## src/sv/i2cmrt_pkg.sv

```systemverilog
// Types and constants of the register transfer sequencer
package i2cmrt_pkg;

	localparam logic [1:0] FUNC_START  = 2'd0;
	localparam logic [1:0] FUNC_STATUS = 2'd1;
	localparam logic [1:0] FUNC_LOAD   = 2'd2;

	localparam logic [2:0] CMD_NONE  = 3'd0;
	localparam logic [2:0] CMD_NACK  = 3'd1;
	localparam logic [2:0] CMD_ACK   = 3'd2;
	localparam logic [2:0] CMD_START = 3'd3;
	localparam logic [2:0] CMD_STOP  = 3'd4;

	localparam logic [7:0] STATUS_MASK   = 8'hF8;
	localparam logic [7:0] ST_START      = 8'h08;
	localparam logic [7:0] ST_RESTART    = 8'h10;
	localparam logic [7:0] ST_SLAW_ACK   = 8'h18;
	localparam logic [7:0] ST_SLAW_NACK  = 8'h20;
	localparam logic [7:0] ST_TXD_ACK    = 8'h28;
	localparam logic [7:0] ST_TXD_NACK   = 8'h30;
	localparam logic [7:0] ST_ARB_LOST   = 8'h38;
	localparam logic [7:0] ST_SLAR_ACK   = 8'h40;
	localparam logic [7:0] ST_SLAR_NACK  = 8'h48;
	localparam logic [7:0] ST_RXD_ACK    = 8'h50;
	localparam logic [7:0] ST_RXD_NACK   = 8'h58;

	localparam int CFG_IDX_W  = 2;
	localparam int CFG_DATA_W = 8;
	localparam logic [CFG_IDX_W-1:0] CFG_SLAVE_ADDRESS   = 2'd0;
	localparam logic [CFG_IDX_W-1:0] CFG_REGISTER_INDEX  = 2'd1;
	localparam logic [CFG_IDX_W-1:0] CFG_TRANSFER_LENGTH = 2'd2;
	localparam logic [CFG_IDX_W-1:0] CFG_READ_MODE       = 2'd3;

	typedef struct packed {
		logic [1:0] func;
		logic [7:0] bus_status;
		logic [7:0] bus_data;
		logic [4:0] load_index;
		logic [7:0] load_byte;
	} item_t;

	typedef struct packed {
		logic [2:0] bus_command;
		logic       drive_valid;
		logic [7:0] drive_byte;
		logic       rx_valid;
		logic [7:0] rx_byte;
		logic [5:0] rx_position;
		logic       done_res;
		logic [7:0] status_code;
		logic [6:0] bytes_done;
	} result_t;

	typedef struct packed {
		logic [6:0] slave_address;
		logic [7:0] register_index;
		logic [5:0] transfer_length;
		logic       read_mode;
	} cfg_t;

	typedef struct packed {
		logic [5:0] rx_counter;
		logic [5:0] tx_counter;
		logic [7:0] last_status;
	} state_t;

endpackage

```

## src/sv/i2cmrt_ifs.sv

```systemverilog
// Item and result channel interfaces of the register transfer sequencer
interface i2cmrt_item_if;
	logic       valid;
	logic       ready;
	logic [1:0] func;
	logic [7:0] bus_status;
	logic [7:0] bus_data;
	logic [4:0] load_index;
	logic [7:0] load_byte;

	modport source (output valid, func, bus_status, bus_data, load_index, load_byte,
		input ready);
	modport sink (input valid, func, bus_status, bus_data, load_index, load_byte,
		output ready);
endinterface

interface i2cmrt_result_if;
	logic       valid;
	logic       ready;
	logic [2:0] bus_command;
	logic       drive_valid;
	logic [7:0] drive_byte;
	logic       rx_valid;
	logic [7:0] rx_byte;
	logic [5:0] rx_position;
	logic       done_res;
	logic [7:0] status_code;
	logic [6:0] bytes_done;

	modport source (output valid, bus_command, drive_valid, drive_byte, rx_valid, rx_byte,
		rx_position, done_res, status_code, bytes_done, input ready);
	modport sink (input valid, bus_command, drive_valid, drive_byte, rx_valid, rx_byte,
		rx_position, done_res, status_code, bytes_done, output ready);
endinterface

```

## src/sv/i2c_master_register_transfer.sv

```systemverilog
// Top level of the I2C master register transfer sequencer
// Usage notes
// - item channel: one word per event. func selects start (clears the byte
//   counters, asks for START), status (bus status byte, masked to its upper
//   five bits and decoded) or load (stores a byte in the transmit buffer).
// - result channel: exactly one word per item, carrying the bus command,
//   an optional byte to drive, an optional received byte with its position,
//   the done flag, the last status code and the byte count.
// - config port: cfg_we/cfg_index/cfg_data write slave address, register
//   index, transfer length and read mode; write only while no word is in
//   flight.
// - the accepted word passes the input register, then is decoded into the
//   result register, which drives the result channel.
// - throughput: one word per cycle unless the receiver stalls; the decode
//   and counter update sit in a single stage between the input and result
//   registers.
// - the transmit buffer has one write and one read port; the registered read
//   always holds the entry at the current transmit count; a load to that
//   entry is forwarded.
// - reset clears counters, last status, configuration and both valid flags;
//   buffer contents stay undefined until loaded.
// - receiver stall: the result register holds, the input register still
//   takes one more word, then item.ready drops until result.ready returns.
module i2c_master_register_transfer
	import i2cmrt_pkg::*;
#(
	parameter int MAX_LEN = 32
) (
	input  logic                  clk,
	input  logic                  arst_n,
	input  logic                  cfg_we,
	input  logic [CFG_IDX_W-1:0]  cfg_index,
	input  logic [CFG_DATA_W-1:0] cfg_data,
	i2cmrt_item_if.sink           item,
	i2cmrt_result_if.source       result
);

	// buffer address width; at least one bit
	localparam int AW = (MAX_LEN > 1) ? $clog2(MAX_LEN) : 1;

	cfg_t       cfg_q;
	logic       v_s1;
	item_t      item_s1;
	state_t     state_q;
	state_t     st_nxt;
	result_t    res_nxt;
	result_t    res_q;
	logic       res_valid_q;
	logic       adv;
	logic       fire_s1;
	logic       mem_we;
	logic [5:0] load_idx6;
	logic [AW-1:0] wr_addr;
	logic [AW-1:0] rd_addr;
	logic [5:0] tx_next;
	logic [7:0] rd_q;
	logic [7:0] tx_byte;
	logic [7:0] tx_mem [MAX_LEN];

	// handshake: result register frees when empty or being taken
	assign adv        = !res_valid_q || result.ready;
	assign item.ready = !v_s1 || adv;
	assign fire_s1    = v_s1 && adv;

	// configuration registers
	always_ff @(posedge clk or negedge arst_n) begin
		if (!arst_n) begin
			cfg_q <= '0;
		end else if (cfg_we) begin
			unique case (cfg_index)
				CFG_SLAVE_ADDRESS:   cfg_q.slave_address   <= cfg_data[6:0];
				CFG_REGISTER_INDEX:  cfg_q.register_index  <= cfg_data;
				CFG_TRANSFER_LENGTH: cfg_q.transfer_length <= cfg_data[5:0];
				CFG_READ_MODE:       cfg_q.read_mode       <= cfg_data[0];
				default: ;
			endcase
		end
	end

	// input register
	always_ff @(posedge clk or negedge arst_n) begin
		if (!arst_n) begin
			v_s1 <= 1'b0;
		end else if (item.ready) begin
			v_s1 <= item.valid;
		end
	end

	always_ff @(posedge clk) begin
		if (item.valid && item.ready) begin
			item_s1.func       <= item.func;
			item_s1.bus_status <= item.bus_status;
			item_s1.bus_data   <= item.bus_data;
			item_s1.load_index <= item.load_index;
			item_s1.load_byte  <= item.load_byte;
		end
	end

	// transmit buffer: loads beyond the buffer are dropped
	assign load_idx6 = {1'b0, item_s1.load_index};
	assign wr_addr   = load_idx6[AW-1:0];
	assign mem_we    = fire_s1 && (item_s1.func == FUNC_LOAD) &&
		({1'b0, load_idx6} < 7'(MAX_LEN));

	// read address follows the transmit count as it will be after this edge
	assign tx_next = fire_s1 ? st_nxt.tx_counter : state_q.tx_counter;
	assign rd_addr = tx_next[AW-1:0];

	always_ff @(posedge clk) begin
		if (mem_we) begin
			tx_mem[wr_addr] <= item_s1.load_byte;
		end
	end

	always_ff @(posedge clk) begin
		if (mem_we && (wr_addr == rd_addr)) begin
			rd_q <= item_s1.load_byte;
		end else begin
			rd_q <= tx_mem[rd_addr];
		end
	end

	// positions at or beyond the buffer send zero
	assign tx_byte = ({1'b0, state_q.tx_counter} < 7'(MAX_LEN)) ? rd_q : 8'h00;

	i2cmrt_step u_step (
		.item_w  (item_s1),
		.cfg     (cfg_q),
		.st      (state_q),
		.tx_byte (tx_byte),
		.st_nxt  (st_nxt),
		.res     (res_nxt)
	);

	// counters and last status
	always_ff @(posedge clk or negedge arst_n) begin
		if (!arst_n) begin
			state_q <= '0;
		end else if (fire_s1) begin
			state_q <= st_nxt;
		end
	end

	// result register
	always_ff @(posedge clk or negedge arst_n) begin
		if (!arst_n) begin
			res_valid_q <= 1'b0;
		end else if (adv) begin
			res_valid_q <= v_s1;
		end
	end

	always_ff @(posedge clk) begin
		if (fire_s1) begin
			res_q <= res_nxt;
		end
	end

	assign result.valid       = res_valid_q;
	assign result.bus_command = res_q.bus_command;
	assign result.drive_valid = res_q.drive_valid;
	assign result.drive_byte  = res_q.drive_byte;
	assign result.rx_valid    = res_q.rx_valid;
	assign result.rx_byte     = res_q.rx_byte;
	assign result.rx_position = res_q.rx_position;
	assign result.done_res    = res_q.done_res;
	assign result.status_code = res_q.status_code;
	assign result.bytes_done  = res_q.bytes_done;

endmodule

```

## src/sv/i2cmrt_step.sv

```systemverilog
// Status decode and counter update for one word
module i2cmrt_step
	import i2cmrt_pkg::*;
(
	input  item_t      item_w,
	input  cfg_t       cfg,
	input  state_t     st,
	input  logic [7:0] tx_byte,
	output state_t     st_nxt,
	output result_t    res
);

	logic [7:0] code;
	logic [7:0] addr_w;
	logic [5:0] rx_inc;

	assign code   = item_w.bus_status & STATUS_MASK;
	assign addr_w = {cfg.slave_address, 1'b0};
	assign rx_inc = st.rx_counter + 6'd1;

	always_comb begin
		st_nxt = st;
		res    = '0;
		unique case (item_w.func)
			FUNC_START: begin
				st_nxt.rx_counter = '0;
				st_nxt.tx_counter = '0;
				res.bus_command   = CMD_START;
			end
			FUNC_STATUS: begin
				st_nxt.last_status = code;
				unique case (code)
					ST_START: begin
						res.drive_valid = 1'b1;
						res.drive_byte  = addr_w;
						res.bus_command = CMD_NACK;
					end
					ST_RESTART: begin
						res.drive_valid = 1'b1;
						res.drive_byte  = {addr_w[7:1], cfg.read_mode};
						res.bus_command = CMD_NACK;
					end
					ST_SLAW_ACK: begin
						res.drive_valid = 1'b1;
						res.drive_byte  = cfg.register_index;
						res.bus_command = CMD_NACK;
					end
					ST_SLAW_NACK, ST_TXD_NACK: begin
						res.bus_command = CMD_STOP;
						res.done_res    = 1'b1;
					end
					ST_TXD_ACK: begin
						if (cfg.read_mode) begin
							res.bus_command = CMD_START;
						end else if (st.tx_counter < cfg.transfer_length) begin
							res.drive_valid   = 1'b1;
							res.drive_byte    = tx_byte;
							st_nxt.tx_counter = st.tx_counter + 6'd1;
							res.bus_command   = CMD_NACK;
						end else begin
							res.bus_command = CMD_STOP;
							res.done_res    = 1'b1;
						end
					end
					ST_ARB_LOST: begin
						res.bus_command = CMD_NACK;
						res.done_res    = 1'b1;
					end
					ST_SLAR_ACK: begin
						if (cfg.read_mode) begin
							res.bus_command = (cfg.transfer_length < 6'd2) ? CMD_NACK : CMD_ACK;
						end
					end
					ST_SLAR_NACK: begin
						if (cfg.read_mode) begin
							res.bus_command = CMD_STOP;
							res.done_res    = 1'b1;
						end
					end
					ST_RXD_ACK: begin
						if (cfg.read_mode) begin
							res.rx_valid      = 1'b1;
							res.rx_byte       = item_w.bus_data;
							res.rx_position   = st.rx_counter;
							st_nxt.rx_counter = rx_inc;
							res.bus_command   = (({1'b0, rx_inc} + 7'd1) <
								{1'b0, cfg.transfer_length}) ? CMD_ACK : CMD_NACK;
						end
					end
					ST_RXD_NACK: begin
						if (cfg.read_mode) begin
							res.rx_valid    = 1'b1;
							res.rx_byte     = item_w.bus_data;
							res.rx_position = st.rx_counter;
							res.bus_command = CMD_STOP;
							res.done_res    = 1'b1;
						end
					end
					default: ;
				endcase
			end
			default: ;
		endcase
		res.status_code = st_nxt.last_status;
		res.bytes_done  = cfg.read_mode ? ({1'b0, st_nxt.rx_counter} + 7'd1)
			: {1'b0, st_nxt.tx_counter};
	end

endmodule

```

## src/flat_wrapper.sv

```systemverilog
// flat-port wrapper written by rule: the top's interface ports become plain ports
module i2c_master_register_transfer_flat import i2cmrt_pkg::*;
#(
	parameter int MAX_LEN = 32
)
  (clk, arst_n, cfg_we, cfg_index, cfg_data, item_valid, item_func, item_bus_status, item_bus_data, item_load_index, item_load_byte, item_ready, result_valid, result_bus_command, result_drive_valid, result_drive_byte, result_rx_valid, result_rx_byte, result_rx_position, result_done_res, result_status_code, result_bytes_done, result_ready);
  i2cmrt_item_if item_i ();
  i2cmrt_result_if result_i ();
  input  logic clk;
  input  logic arst_n;
  input  logic cfg_we;
  input  logic [CFG_IDX_W-1:0] cfg_index;
  input  logic [CFG_DATA_W-1:0] cfg_data;
  input wire logic [$bits(item_i.valid)-1:0] item_valid;
  input wire logic [$bits(item_i.func)-1:0] item_func;
  input wire logic [$bits(item_i.bus_status)-1:0] item_bus_status;
  input wire logic [$bits(item_i.bus_data)-1:0] item_bus_data;
  input wire logic [$bits(item_i.load_index)-1:0] item_load_index;
  input wire logic [$bits(item_i.load_byte)-1:0] item_load_byte;
  output wire logic [$bits(item_i.ready)-1:0] item_ready;
  output wire logic [$bits(result_i.valid)-1:0] result_valid;
  output wire logic [$bits(result_i.bus_command)-1:0] result_bus_command;
  output wire logic [$bits(result_i.drive_valid)-1:0] result_drive_valid;
  output wire logic [$bits(result_i.drive_byte)-1:0] result_drive_byte;
  output wire logic [$bits(result_i.rx_valid)-1:0] result_rx_valid;
  output wire logic [$bits(result_i.rx_byte)-1:0] result_rx_byte;
  output wire logic [$bits(result_i.rx_position)-1:0] result_rx_position;
  output wire logic [$bits(result_i.done_res)-1:0] result_done_res;
  output wire logic [$bits(result_i.status_code)-1:0] result_status_code;
  output wire logic [$bits(result_i.bytes_done)-1:0] result_bytes_done;
  input wire logic [$bits(result_i.ready)-1:0] result_ready;
  assign item_i.valid = item_valid;
  assign item_i.func = item_func;
  assign item_i.bus_status = item_bus_status;
  assign item_i.bus_data = item_bus_data;
  assign item_i.load_index = item_load_index;
  assign item_i.load_byte = item_load_byte;
  assign item_ready = item_i.ready;
  assign result_valid = result_i.valid;
  assign result_bus_command = result_i.bus_command;
  assign result_drive_valid = result_i.drive_valid;
  assign result_drive_byte = result_i.drive_byte;
  assign result_rx_valid = result_i.rx_valid;
  assign result_rx_byte = result_i.rx_byte;
  assign result_rx_position = result_i.rx_position;
  assign result_done_res = result_i.done_res;
  assign result_status_code = result_i.status_code;
  assign result_bytes_done = result_i.bytes_done;
  assign result_i.ready = result_ready;
  i2c_master_register_transfer #(.MAX_LEN(MAX_LEN)) u_core (.clk(clk), .arst_n(arst_n), .cfg_we(cfg_we), .cfg_index(cfg_index), .cfg_data(cfg_data), .item(item_i), .result(result_i));
endmodule
```

## config.mk

```make
export PLATFORM = sky130hd
export DESIGN_NAME = i2c_master_register_transfer_flat
export DESIGN_NICKNAME = d
export VERILOG_FILES = /design/src/sv/i2cmrt_pkg.sv /design/src/sv/i2cmrt_ifs.sv /design/src/sv/i2c_master_register_transfer.sv /design/src/sv/i2cmrt_step.sv /design/src/flat_wrapper.sv
export SDC_FILE = /design/constraint.sdc
export NUM_CORES = 1
export LEC_CHECK = 0
export ABC_AREA = 1
export BUFFER_PORTS_ARGS = -buffer_cell sky130_fd_sc_hd__clkbuf_2
export CORE_UTILIZATION = 50
export CTS_CLUSTER_DIAMETER = 50
export DETAILED_ROUTE_END_ITERATION = 8
export PLACE_DENSITY = 0.67
export REMOVE_ABC_BUFFERS = 1
export SLEW_MARGIN = 5
export SYNTH_ARGS = -nofsm -noshare
export SYNTH_HDL_FRONTEND = slang
export SYNTH_SLANG_ARGS = --single-unit
export TNS_END_PERCENT = 1
```

## constraint.sdc

```tcl
create_clock -name clk -period 7.15 [get_ports clk]
set_input_delay 1.0725 -clock clk [delete_from_list [all_inputs] [get_ports clk]]
set_output_delay 1.0725 -clock clk [all_outputs]
set_load 0.005 [all_outputs]
```

==> flow_metrics.py, run 1 <==
metrics = {
    "pwr": {
        "p_leak_nw": 6.949,
        "swShare_pct": 26.09,
        "pwr-share-comb_pct": 11.2,
        "power.share.clock_pct": 38.5,
        "pwr-share-seq_pct": 50.3,
        "ir_drop_mv": 0.2013,
        "p_int_w": 0.003873,
        "p_per_area_nw_per_um2": 289.8,
        "power.net_switching_w": 0.001367,
    },
    "yosys": {
        "syn_area_um2": 16040,
        "synth-edff-count": 327,
        "postSynthAreaPerCell_um2": 11.27,
        "synth_commonest_cells": "edfxtp_1, nand2_1, inv_1",
        "synthDistinctLibCells": 35,
        "syn_inst": 1423,
        "yosysSeqAreaShare_pct": 68.72,
        "ys_seq_elements": 376,
        "yosys_warnings": 0,
        "synthArstFlopShare_pct": 11.70,
        "synth_ff_type": "edfxtp_1",
        "synth.most_common_cell": "edfxtp_1",
        "synth_top_area_share_pct": 61.23,
        "synth_top_area_cell": "edfxtp_1",
        "synth_area_leaders": "edfxtp_1, dfrtp_1, nand2_1, nand3_1, inv_1",
    },
    "job": {
        "cap_violations": 0,
    },
    "grt": {
        "antenna_found_initial": 0,
        "grt_pass1_vias": 9910,
        "grt_max_degree": 102,
        "grt_util_all_layers_pct": 20.98,
        "grt_pass1_wl_um": 53610,
        "grt-ovfl-total": 0,
    },
    "clocking": {
        "clock-sinks": 376,
        "cts_tree": "built",
        "cts-root-buf": "clkbuf_16",
        "clkLatencyLatePin_ns": 0.54,
        "cts.repair.resized": 0,
        "postCtsSetupBuffers": 0,
        "ctsHoldBuffers": 0,
        "cts-buffers-inserted": 41,
        "clk_pin_slew_ns": 0.07,
        "cts.path.max_buffers": 3,
        "cts_htree_levels": 2,
    },
    "cells_and_area": {
        "n_fill_cell": 2574,
        "drive_gt1_share_pct": 11.53,
        "antenna_cells": 0,
        "multi_input_comb_area_um2": 3908,
        "area_delta_synth_final_pct": 12.73,
        "regArea_um2": 11030,
        "fin_nets": 1559,
    },
    "drt": {
        "dr.pass1.iters": 5,
        "drt_iter0_markers": 870,
        "drt-total-wl_um": 33730,
        "wire_per_inst_um": 17.49,
        "vias": 10440,
        "drc": 0,
        "vias_per_cell": 5.410,
        "ant_nets": 0,
    },
    "timing": {
        "period_needed_ns": 3.134,
        "rsz0062_at_grt": "false",
        "relSlewSlack_pct": 17.56,
        "finalCritPeriodShare_pct": 43.84,
        "final-max-slew-violation-count": 0,
        "setup_viol": 0,
        "worst_pin_slew_ns": 1.237,
        "skew_ns": 0.01832,
        "finalHoldViolations": 0,
        "setup_tns_ns": 0,
        "setup_ws_ns": 4.016,
        "fmax_mhz": 319.1,
    },
    "floorplan": {
        "dieArea_um2": 32790,
        "chipWidth_um": 181.1,
        "core-area_um2": 31560,
        "die_h_um": 181.1,
        "rows": 65,
        "ios": 91,
        "initial_core_util_pct": 50.82,
    },
    "setup_path": {
        "cp_num_buf_inv": 1,
        "endpoint_kind": "flop",
        "crit_top_cell": "nand3_1",
        "path_max_fanout": 101,
        "cp_cell_sequence": "buf_4, a21oi_1, o21ai_0, nand3_1, nand3_1, nand3_1, nand3_1, a21oi_1",
        "required_ns": 7.43,
        "criticalPathCategory": "reg2reg",
        "startpoint_type": "flop",
        "crit_family": "flip-flops",
        "arrival_ns": 3.41,
        "slowest_stage": "dfxtp_4",
        "slowest_delay_ns": 0.89,
    },
    "placed_design": {
        "pre_cts_ws_ns": 3.770,
        "hpwl_um": 21120,
        "gp_congestion": 0.8640,
        "io_buffer_count": 87,
    },
    "min_path": {
        "hold_class": "reg2reg",
    },
    "run_status": {
        "status": "completed",
    },
}
worst reg2reg max path: stages (launching register included):
cell and delay [ns]:
dfxtp_4 0.89, buf_4 0.88, a21oi_1 0.18, o21ai_0 0.12
nand3_1 0.14, nand3_1 0.20, nand3_1 0.19, nand3_1 0.19
a21oi_1 0.08
final timing paths:
check	startpoint	to	slack [ns]	cells past startpoint
max in group asynchronous	arst_n	u_core.cfg_q[13]$_DFFE_PN0P_	6.10	2
min	u_core.cfg_q[5]$_DFFE_PN0P_	u_core.cfg_q[5]$_DFFE_PN0P_	0.49	2
max	flop	u_core.result.drive_byte[4]$_SDFFCE_PN0P_	4.02	8
min in group asynchronous	arst_n	u_core.state_q[14]$_DFFE_PN0P_	0.61	2
max reg2reg	flop	u_core.result.drive_byte[4]$_SDFFCE_PN0P_	4.02	8
min reg2reg	u_core.cfg_q[5]$_DFFE_PN0P_	u_core.cfg_q[5]$_DFFE_PN0P_	0.49	2
layer usage:
metal | vias to the layer above | share of wire, % | track usage (%)
met5 | - | 0 | 0
met4 | 0 | 2.3 | 6.542
met3 | 55 | 6.8 | 3.467
met2 | 368 | 45 | 31.74
met1 | 4923 | 46 | 31.14
li1 | 5089 | - | -
per-stage QoR:
step	hold WS [ns]	std cells	total power [W]	utilization, %	instance area, um^2
2_1_floorplan	0.4530	1356	0.003061	-	15750
3_3_place_gp	0.4667	1857	0.003240	53.20	16790
3_5_place_dp	0.4746	1857	0.003261	53.20	16790
4_1_cts	0.4901	1929	0.005267	57.29	18080
5_1_grt	0.5070	1929	0.005452	57.29	18080
6_report	0.4889	1929	0.005240	57.29	18080
layout by cell type, fill, tap and decap left out, types with 2 or more instances in the layout:
master / Yosys / final
clkinv_1: 2 / 4
xor2_1: 4 / 4
dfxtp_1: 5 / 3
clkinv_2: 0 / 4
clkbuf_2: 0 / 87
bufinv_16: 0 / 2
nand3_1: 160 / 160
nand4_1: 21 / 21
clkinvlp_4: 0 / 2
dfrtp_1: 44 / 44
nor2_2: 3 / 3
clkbuf_16: 0 / 42
nand2_1: 229 / 229
o21ai_0: 73 / 73
inv_1: 213 / 213
inv_6: 0 / 5
clkbuf_1: 33 / 11
a22o_1: 7 / 7
nor2_1: 77 / 77
o211ai_1: 96 / 96
ha_1: 15 / 15
inv_2: 5 / 6
o21ai_1: 7 / 7
nor3_1: 5 / 5
a21oi_1: 48 / 48
xnor2_1: 2 / 2
edfxtp_1: 327 / 327
buf_4: 0 / 12
nor2_4: 2 / 2
kinds of logic after synthesis:
kind of cell | share of synthesized area (%)
compound gates | 9.004
xor+xnor | 0.3277
fa+ha+maj | 1.170
buf+inv | 6.913
flops | 68.72
mux | 0.07021
simple gates | 13.79
area by class of cell:
type | count | share of cell area, %
clock buffer | 53 | 6.042
sequential | 376 | 60.99
inverter | 220 | 4.568
clock inverter | 19 | 1.094
multi-input combinational | 760 | 21.62
timing repair buffer | 99 | 2.907
tap | 402 | 2.782
registers in the layout, summed over array words and instances, names as in the netlist, named ones only:
signal                     cells
u_core.result.status_code      8
u_core.result.drive_valid      1
u_core.state_q                20
u_core.result.rx_valid         1
u_core.wr_addr                 5
u_core.result.drive_byte       8
u_core.v_s1                    1
u_core.result.rx_byte          8
u_core.cfg_q                  22
u_core.result.bytes_done       7
u_core.tx_mem                256
u_core.item_s1                23
u_core.result.rx_position      6
u_core.result.done_res         1
u_core.result.valid            1
u_core.result.bus_command      3
power groups by stage:
stage / clock network [W] / logic [W] / registers (W)
after floorplan: 0 / 0.000370 / 0.00269
after global placement: 0 / 0.000565 / 0.00267
after detailed placement: 0 / 0.000582 / 0.00268
after CTS: 0.00205 / 0.000585 / 0.00264
after global routing: 0.00213 / 0.000666 / 0.00265
final: 0.00202 / 0.000587 / 0.00263
Note: power is estimated with default switching activity, not from simulation.
==> run 2, diff against run 1 <==
Settings changed: ABC_AREA 1 to 0, PLACE_DENSITY 0.67 to 0.68.
Clock period 7.15 ns to 3.3 ns, I/O delays scaled along.
==> flow_metrics.py, run 2 <==
metrics = {
    "yosys": {
        "synth_mux_area_share_pct": 13.77,
        "synth_top_area_share_pct": 63.39,
        "yosysSeqAreaShare_pct": 71.14,
        "synthSimpleGateAreaFrac_pct": 7.156,
        "syn_area_um2": 15490,
        "synth_area_leaders": "edfxtp_1, mux4_2, dfrtp_1, mux2_2, nor2_1",
        "synthDistinctLibCells": 66,
        "synth_compound_area_share_pct": 3.861,
        "synth-edff-count": 327,
        "yosys_warnings": 0,
        "synth.most_common_cell": "edfxtp_1",
        "synth_ff_type": "edfxtp_1",
        "synth_top_family_by_area": "multiplexers",
        "ys_seq_elements": 376,
        "synth_commonest_cells": "edfxtp_1, nor2_1, mux4_2",
        "synth_fa_ha_area_share_pct": 1.212,
        "synth_top_area_cell": "edfxtp_1",
        "synthArstFlopShare_pct": 11.70,
        "postSynthAreaPerCell_um2": 17.21,
        "synthXorXnorAreaFrac_pct": 1.018,
        "syn_inst": 900,
    },
    "floorplan": {
        "chipWidth_um": 178.0,
        "dieArea_um2": 31690,
        "ios": 91,
        "die_h_um": 178.0,
        "initial_core_util_pct": 50.78,
        "core-area_um2": 30510,
        "rows": 64,
    },
    "clocking": {
        "clkLatencyLatePin_ns": 0.54,
        "cts-buffers-inserted": 42,
        "cts_htree_levels": 2,
        "clk_pin_slew_ns": 0.06,
        "cts_tree": "built",
        "postCtsSetupBuffers": 0,
        "clock-sinks": 376,
        "cts.path.max_buffers": 3,
        "cts.repair.resized": 0,
        "cts-root-buf": "clkbuf_16",
        "ctsHoldBuffers": 0,
    },
    "cells_and_area": {
        "drive_gt1_share_pct": 31.24,
        "fin_nets": 1111,
        "antenna_cells": 0,
        "layout_commonest_cell": "edfxtp_1",
        "finish.instance_area_um2": 18140,
        "largest_register": "u_core.tx_mem",
        "largestRegisters": "u_core.tx_mem: 256 flops, u_core.item_s1: 23 flops, u_core.cfg_q: 22 flops",
        "largest_register_ff_count": 256,
        "area_delta_synth_final_pct": 17.10,
        "n_fill_cell": 2301,
        "final_cell_mix": "edfxtp_1, clkbuf_2, nor2_1",
    },
    "placed_design": {
        "hpwl_um": 20330,
        "placed_area_um2": 16690,
        "io_buffer_count": 87,
        "gp_congestion": 0.8342,
    },
    "drt": {
        "dr.pass1.iters": 5,
        "vias": 8314,
        "drt_iter0_markers": 753,
        "ant_nets": 0,
        "vias_per_cell": 5.625,
        "drc": 0,
        "wire_per_inst_um": 21.29,
        "drt-total-wl_um": 31460,
    },
    "timing": {
        "rsz0062_at_grt": "false",
        "holdWs_ns": 0.01499,
        "finalCritPeriodShare_pct": 84.34,
        "worst_pin_slew_ns": 1.159,
        "finalHoldViolations": 0,
        "period_needed_ns": 2.783,
        "fmax_mhz": 359.3,
        "final-max-slew-violation-count": 0,
        "relSlewSlack_pct": 22.72,
        "setup_viol": 0,
        "setup_tns_ns": 0,
        "skew_ns": 0.01452,
    },
    "setup_path": {
        "cp_cell_sequence": "ha_1, xnor2_1, nor3b_1, xnor2_1, ha_1, a21o_1, a21oi_1, o21ai_0, a21oi_1, o221ai_1",
        "path_max_fanout": 9,
        "slowest_delay_ns": 0.49,
        "arrival_ns": 3.05,
        "startpoint_type": "flop",
        "required_ns": 3.57,
        "endpoint_kind": "flop",
        "slowest_stage": "dfrtp_1",
        "criticalPathCategory": "reg2reg",
    },
    "pwr": {
        "power_w": 0.01082,
        "ir_drop_mv": 0.4778,
        "pwr-share-comb_pct": 4.9,
        "swShare_pct": 21.67,
        "p_leak_nw": 6.338,
        "pwr-share-seq_pct": 50.6,
        "power.share.clock_pct": 44.5,
        "p_int_w": 0.008478,
        "p_per_area_nw_per_um2": 596.7,
        "power.net_switching_w": 0.002346,
    },
    "grt": {
        "antenna_found_initial": 0,
        "grt-ovfl-total": 0,
        "grt_util_all_layers_pct": 20.72,
        "grt_max_degree": 33,
        "grt_pass1_vias": 8409,
        "grt_pass1_wl_um": 48690,
    },
    "min_path": {
        "hold_class": "in2async",
    },
    "job": {
        "cap_violations": 0,
    },
    "run_status": {
        "status": "completed",
    },
}
## run 2: cell types whose count changed in the layout (fill, tap and decap cells not counted), sizes merged, moves of 23 or more
| cell | change |
|---|---|
| o211ai | -94 |
| mux2i | +23 |
| o21ai | -57 |
| nand2 | -176 |
| inv | -205 |
| buf | +48 |
| nand3 | -149 |
| mux2 | +40 |
| mux4 | +64 |
## run 2: cell type report
cell class | count | area [um^2] | share of cell area (%)
sequential | 376 | 11030 | 60.79
clock buffer | 47 | 1091 | 6.015
clock inverter | 29 | 361.6 | 1.993
inverter | 15 | 56.30 | 0.3104
multi-input combinational | 468 | 4185 | 23.07
timing repair buffer | 147 | 923.4 | 5.090
tap | 396 | 495.5 | 2.731
## run 2: cell families after synthesis
logic type                 count (synthesis)
AOI/OAI and AO/OA                         92
xor gates and xnor gates                  18
adders and majority gates                 15
buffers and inverters                     56
DFF                                      376
muxes                                    128
and+or+nand+nor                          215
## run 2: power by group through the flow
stage	Clock (W)	Sequential (W)	Combinational, W
finish	0.00481	0.00548	0.000531
global route	0.00508	0.00550	0.000593
CTS	0.00490	0.00548	0.000539
detailed placement	0	0.00558	0.000536
global placement	0	0.00557	0.000527
floorplan	0	0.00555	0.000302
## run 2: worst max-delay path, delay by kind of cell, from the launching register on
kind / cells / cell delay [ns]
AO/OA/AOI/OAI: 5 / 0.80
XOR/XNOR: 2 / 0.31
flip-flops: 1 / 0.49
adder cells (fa/ha/maj): 2 / 0.62
AND/OR/NAND/NOR: 1 / 0.32
## run 2: metrics by stage
| stage | setup slack [ns] | instances | utilization [%] |
|---|---|---|---|
| floorplan | -0.9661 | 859 | - |
| global placement | 0.5126 | 1402 | 54.70 |
| detailed placement | 0.5194 | 1402 | 54.70 |
| CTS | 0.5145 | 1478 | 59.46 |
| global route | 0.3193 | 1478 | 59.46 |
| finish | 0.5167 | 1478 | 59.46 |
## run 2: final timing paths
path	startpoint	to	slack (ns)	depth (start not counted)
max in group asynchronous	arst_n	u_core.state_q[15]$_DFFE_PN0P_	2.57	2
min in group clk	item_bus_status[6]	u_core.item_s1[27]$_DFFE_PP_	0.13	1
worst min-delay path	arst_n	u_core.cfg_q[11]$_DFFE_PN0P_	0.01	1
worst max-delay path	u_core.state_q[14]$_DFFE_PN0P_	u_core.result.bus_command[0]$_DFFE_PP_	0.52	10
worst max register to register	u_core.state_q[14]$_DFFE_PN0P_	u_core.result.bus_command[0]$_DFFE_PP_	0.52	10
worst min register to register	u_core.state_q[2]$_DFFE_PN0P_	u_core.state_q[2]$_DFFE_PN0P_	0.48	1
## run 2: metal layers
| metal | part of all wire (%) | global-route usage, % | up-vias |
|---|---|---|---|
| met5 | 0 | 0 | - |
| met2 | 50 | 34.44 | 208 |
| met3 | 4.3 | 2.984 | 54 |
| met4 | 2.1 | 5.734 | 0 |
| li1 | - | - | 3840 |
| met1 | 44 | 28.68 | 4212 |
==> run 3, diff against run 2 <==
Clock period 3.3 ns to 2.9 ns, I/O delays scaled along.
==> flow_metrics.py, run 3 (same netlist as run 2, synthesis figures left out) <==
metrics = {
    "run_status": {
        "status": "completed",
    },
    "grt": {
        "grt_pass1_vias": 8489,
        "grt_pass1_wl_um": 49150,
        "grt_util_all_layers_pct": 20.92,
        "grt_max_degree": 45,
        "antenna_found_initial": 0,
        "grt-ovfl-total": 0,
    },
    "timing": {
        "relSlewSlack_pct": 24.72,
        "period_needed_ns": 2.660,
        "worst_pin_slew_ns": 1.129,
        "holdWs_ns": 0.001072,
        "setup_viol": 0,
        "finalHoldViolations": 0,
        "rsz0062_at_grt": "false",
        "skew_ns": 0.02390,
        "final-max-slew-violation-count": 0,
        "fmax_mhz": 376.0,
        "finalCritPeriodShare_pct": 91.71,
    },
    "drt": {
        "dr.pass1.iters": 5,
        "ant_nets": 0,
        "drt_iter0_markers": 765,
        "vias": 8446,
        "drt-total-wl_um": 31930,
        "vias_per_cell": 5.695,
        "drc": 0,
        "wire_per_inst_um": 21.53,
    },
    "pwr": {
        "power_w": 0.01195,
        "p_int_w": 0.009355,
        "ir_drop_mv": 0.4528,
        "swShare_pct": 21.71,
        "pwr-share-seq_pct": 52.2,
        "power.net_switching_w": 0.002594,
        "p_per_area_nw_per_um2": 660.3,
        "p_leak_nw": 6.339,
        "pwr-share-comb_pct": 5.3,
        "power.share.clock_pct": 42.6,
    },
    "floorplan": {
        "core-area_um2": 30510,
        "chipWidth_um": 178.0,
        "initial_core_util_pct": 50.78,
        "rows": 64,
        "ios": 91,
        "die_h_um": 178.0,
        "dieArea_um2": 31690,
    },
    "setup_path": {
        "crit_family": "simple AND/OR/NAND/NOR gates",
        "cp_cell_sequence": "inv_1, ha_1, nor4b_2, nor2_1, inv_1, ha_1, or3b_2, xnor2_1, o22ai_1",
        "startpoint_type": "flop",
        "required_ns": 3.17,
        "slowest_delay_ns": 0.48,
        "cp_num_buf_inv": 2,
        "slowest_stage": "or3b_2",
        "path_max_fanout": 9,
        "criticalPathCategory": "reg2reg",
        "arrival_ns": 2.93,
        "endpoint_kind": "flop",
    },
    "cells_and_area": {
        "final_util_pct": 59.32,
        "largest_register": "u_core.tx_mem",
        "fin_nets": 1117,
        "n_fill_cell": 2306,
        "drive_gt1_share_pct": 31.46,
        "layout_commonest_cell": "edfxtp_1",
        "final_cell_mix": "edfxtp_1, clkbuf_2, nor2_1",
        "final_cells": 1483,
        "largest_register_ff_count": 256,
        "antenna_cells": 0,
        "largestRegisters": "u_core.tx_mem: 256 flops, u_core.item_s1: 23 flops, u_core.cfg_q: 22 flops",
        "area_delta_synth_final_pct": 16.82,
    },
    "clocking": {
        "cts-root-buf": "clkbuf_16",
        "cts_htree_levels": 2,
        "cts.path.max_buffers": 3,
        "cts_tree": "built",
        "clkLatencyLatePin_ns": 0.54,
        "cts-buffers-inserted": 41,
        "postCtsSetupBuffers": 0,
        "clock-sinks": 376,
        "clk_pin_slew_ns": 0.06,
    },
    "placed_design": {
        "io_buffer_count": 87,
        "gp_congestion": 0.8830,
        "dp_cells": 1409,
        "hpwl_um": 21120,
    },
    "job": {
        "cap_violations": 0,
    },
    "min_path": {
        "hold_class": "in2async",
    },
}
## run 3: changes by cell type in the layout (fill, tap and decap cells not counted), sizes merged
cell      previous run  this run
clkinv              11        17
inv                 21        19
bufinv               6         3
clkbuf             134       137
clkinvlp             6         0
buf                 60        67
## run 3: power by group through the flow
stage          Sequential [W]  Clock [W]  Combinational, W
5_1_grt               0.00625    0.00538          0.000701
3_5_place_dp          0.00634          0          0.000631
6_report              0.00623    0.00509          0.000631
3_3_place_gp          0.00633          0          0.000624
4_1_cts               0.00623    0.00518          0.000636
2_1_floorplan         0.00632          0          0.000343
## run 3: cell type report
cell class / count / area (um^2) / share of cell area [%]
Sequential cell: 376 / 11030 / 60.94
Tap cell: 396 / 495.5 / 2.738
Clock buffer: 50 / 1101 / 6.084
Clock inverter: 24 / 231.5 / 1.279
Multi-Input combinational cell: 468 / 4209 / 23.26
Inverter: 15 / 56.30 / 0.3111
Timing Repair Buffer: 154 / 975.9 / 5.393
## run 3: metal layers
layer	share of wire, %	GRT usage [%]
met5	0	0
met2	50	35.15
met3	5.1	3.048
met4	2.0	5.591
met1	43	28.63
## run 3: what timing repair did
action                                 CTS  global route
setup endpoints to repair                0             3
hold buffers                             0             0
gates resized for setup                  0             5
endpoints found under the hold margin    0             0
## run 3: worst paths after layout
kind	startpoint	end	slack, ns	depth (start not counted)
worst max-delay path	u_core.state_q[14]$_DFFE_PN0P_	u_core.result.bytes_done[4]$_DFFE_PP_	0.24	9
worst min-delay path	arst_n	u_core.cfg_q[19]$_DFFE_PN0P_	0.001	2
worst max register to register	u_core.state_q[14]$_DFFE_PN0P_	u_core.result.bytes_done[4]$_DFFE_PP_	0.24	9
worst min register to register	u_core.state_q[0]$_DFFE_PN0P_	u_core.state_q[0]$_DFFE_PN0P_	0.48	1
max in group asynchronous	arst_n	u_core.state_q[14]$_DFFE_PN0P_	2.45	2
min in group clk	item_load_byte[1]	u_core.item_s1[1]$_DFFE_PP_	0.07	1
## run 3: stage by stage
stage / setup WS [ns] / area (um^2) / setup TNS [ns]
3_5_place_dp: 0.09892 / 16740 / 0
3_3_place_gp: 0.1596 / 16740 / 0
2_1_floorplan: -1.366 / 15260 / -23.74
6_report: 0.2404 / 18100 / 0
4_1_cts: 0.06826 / 18070 / 0
5_1_grt: 0.05066 / 18100 / 0
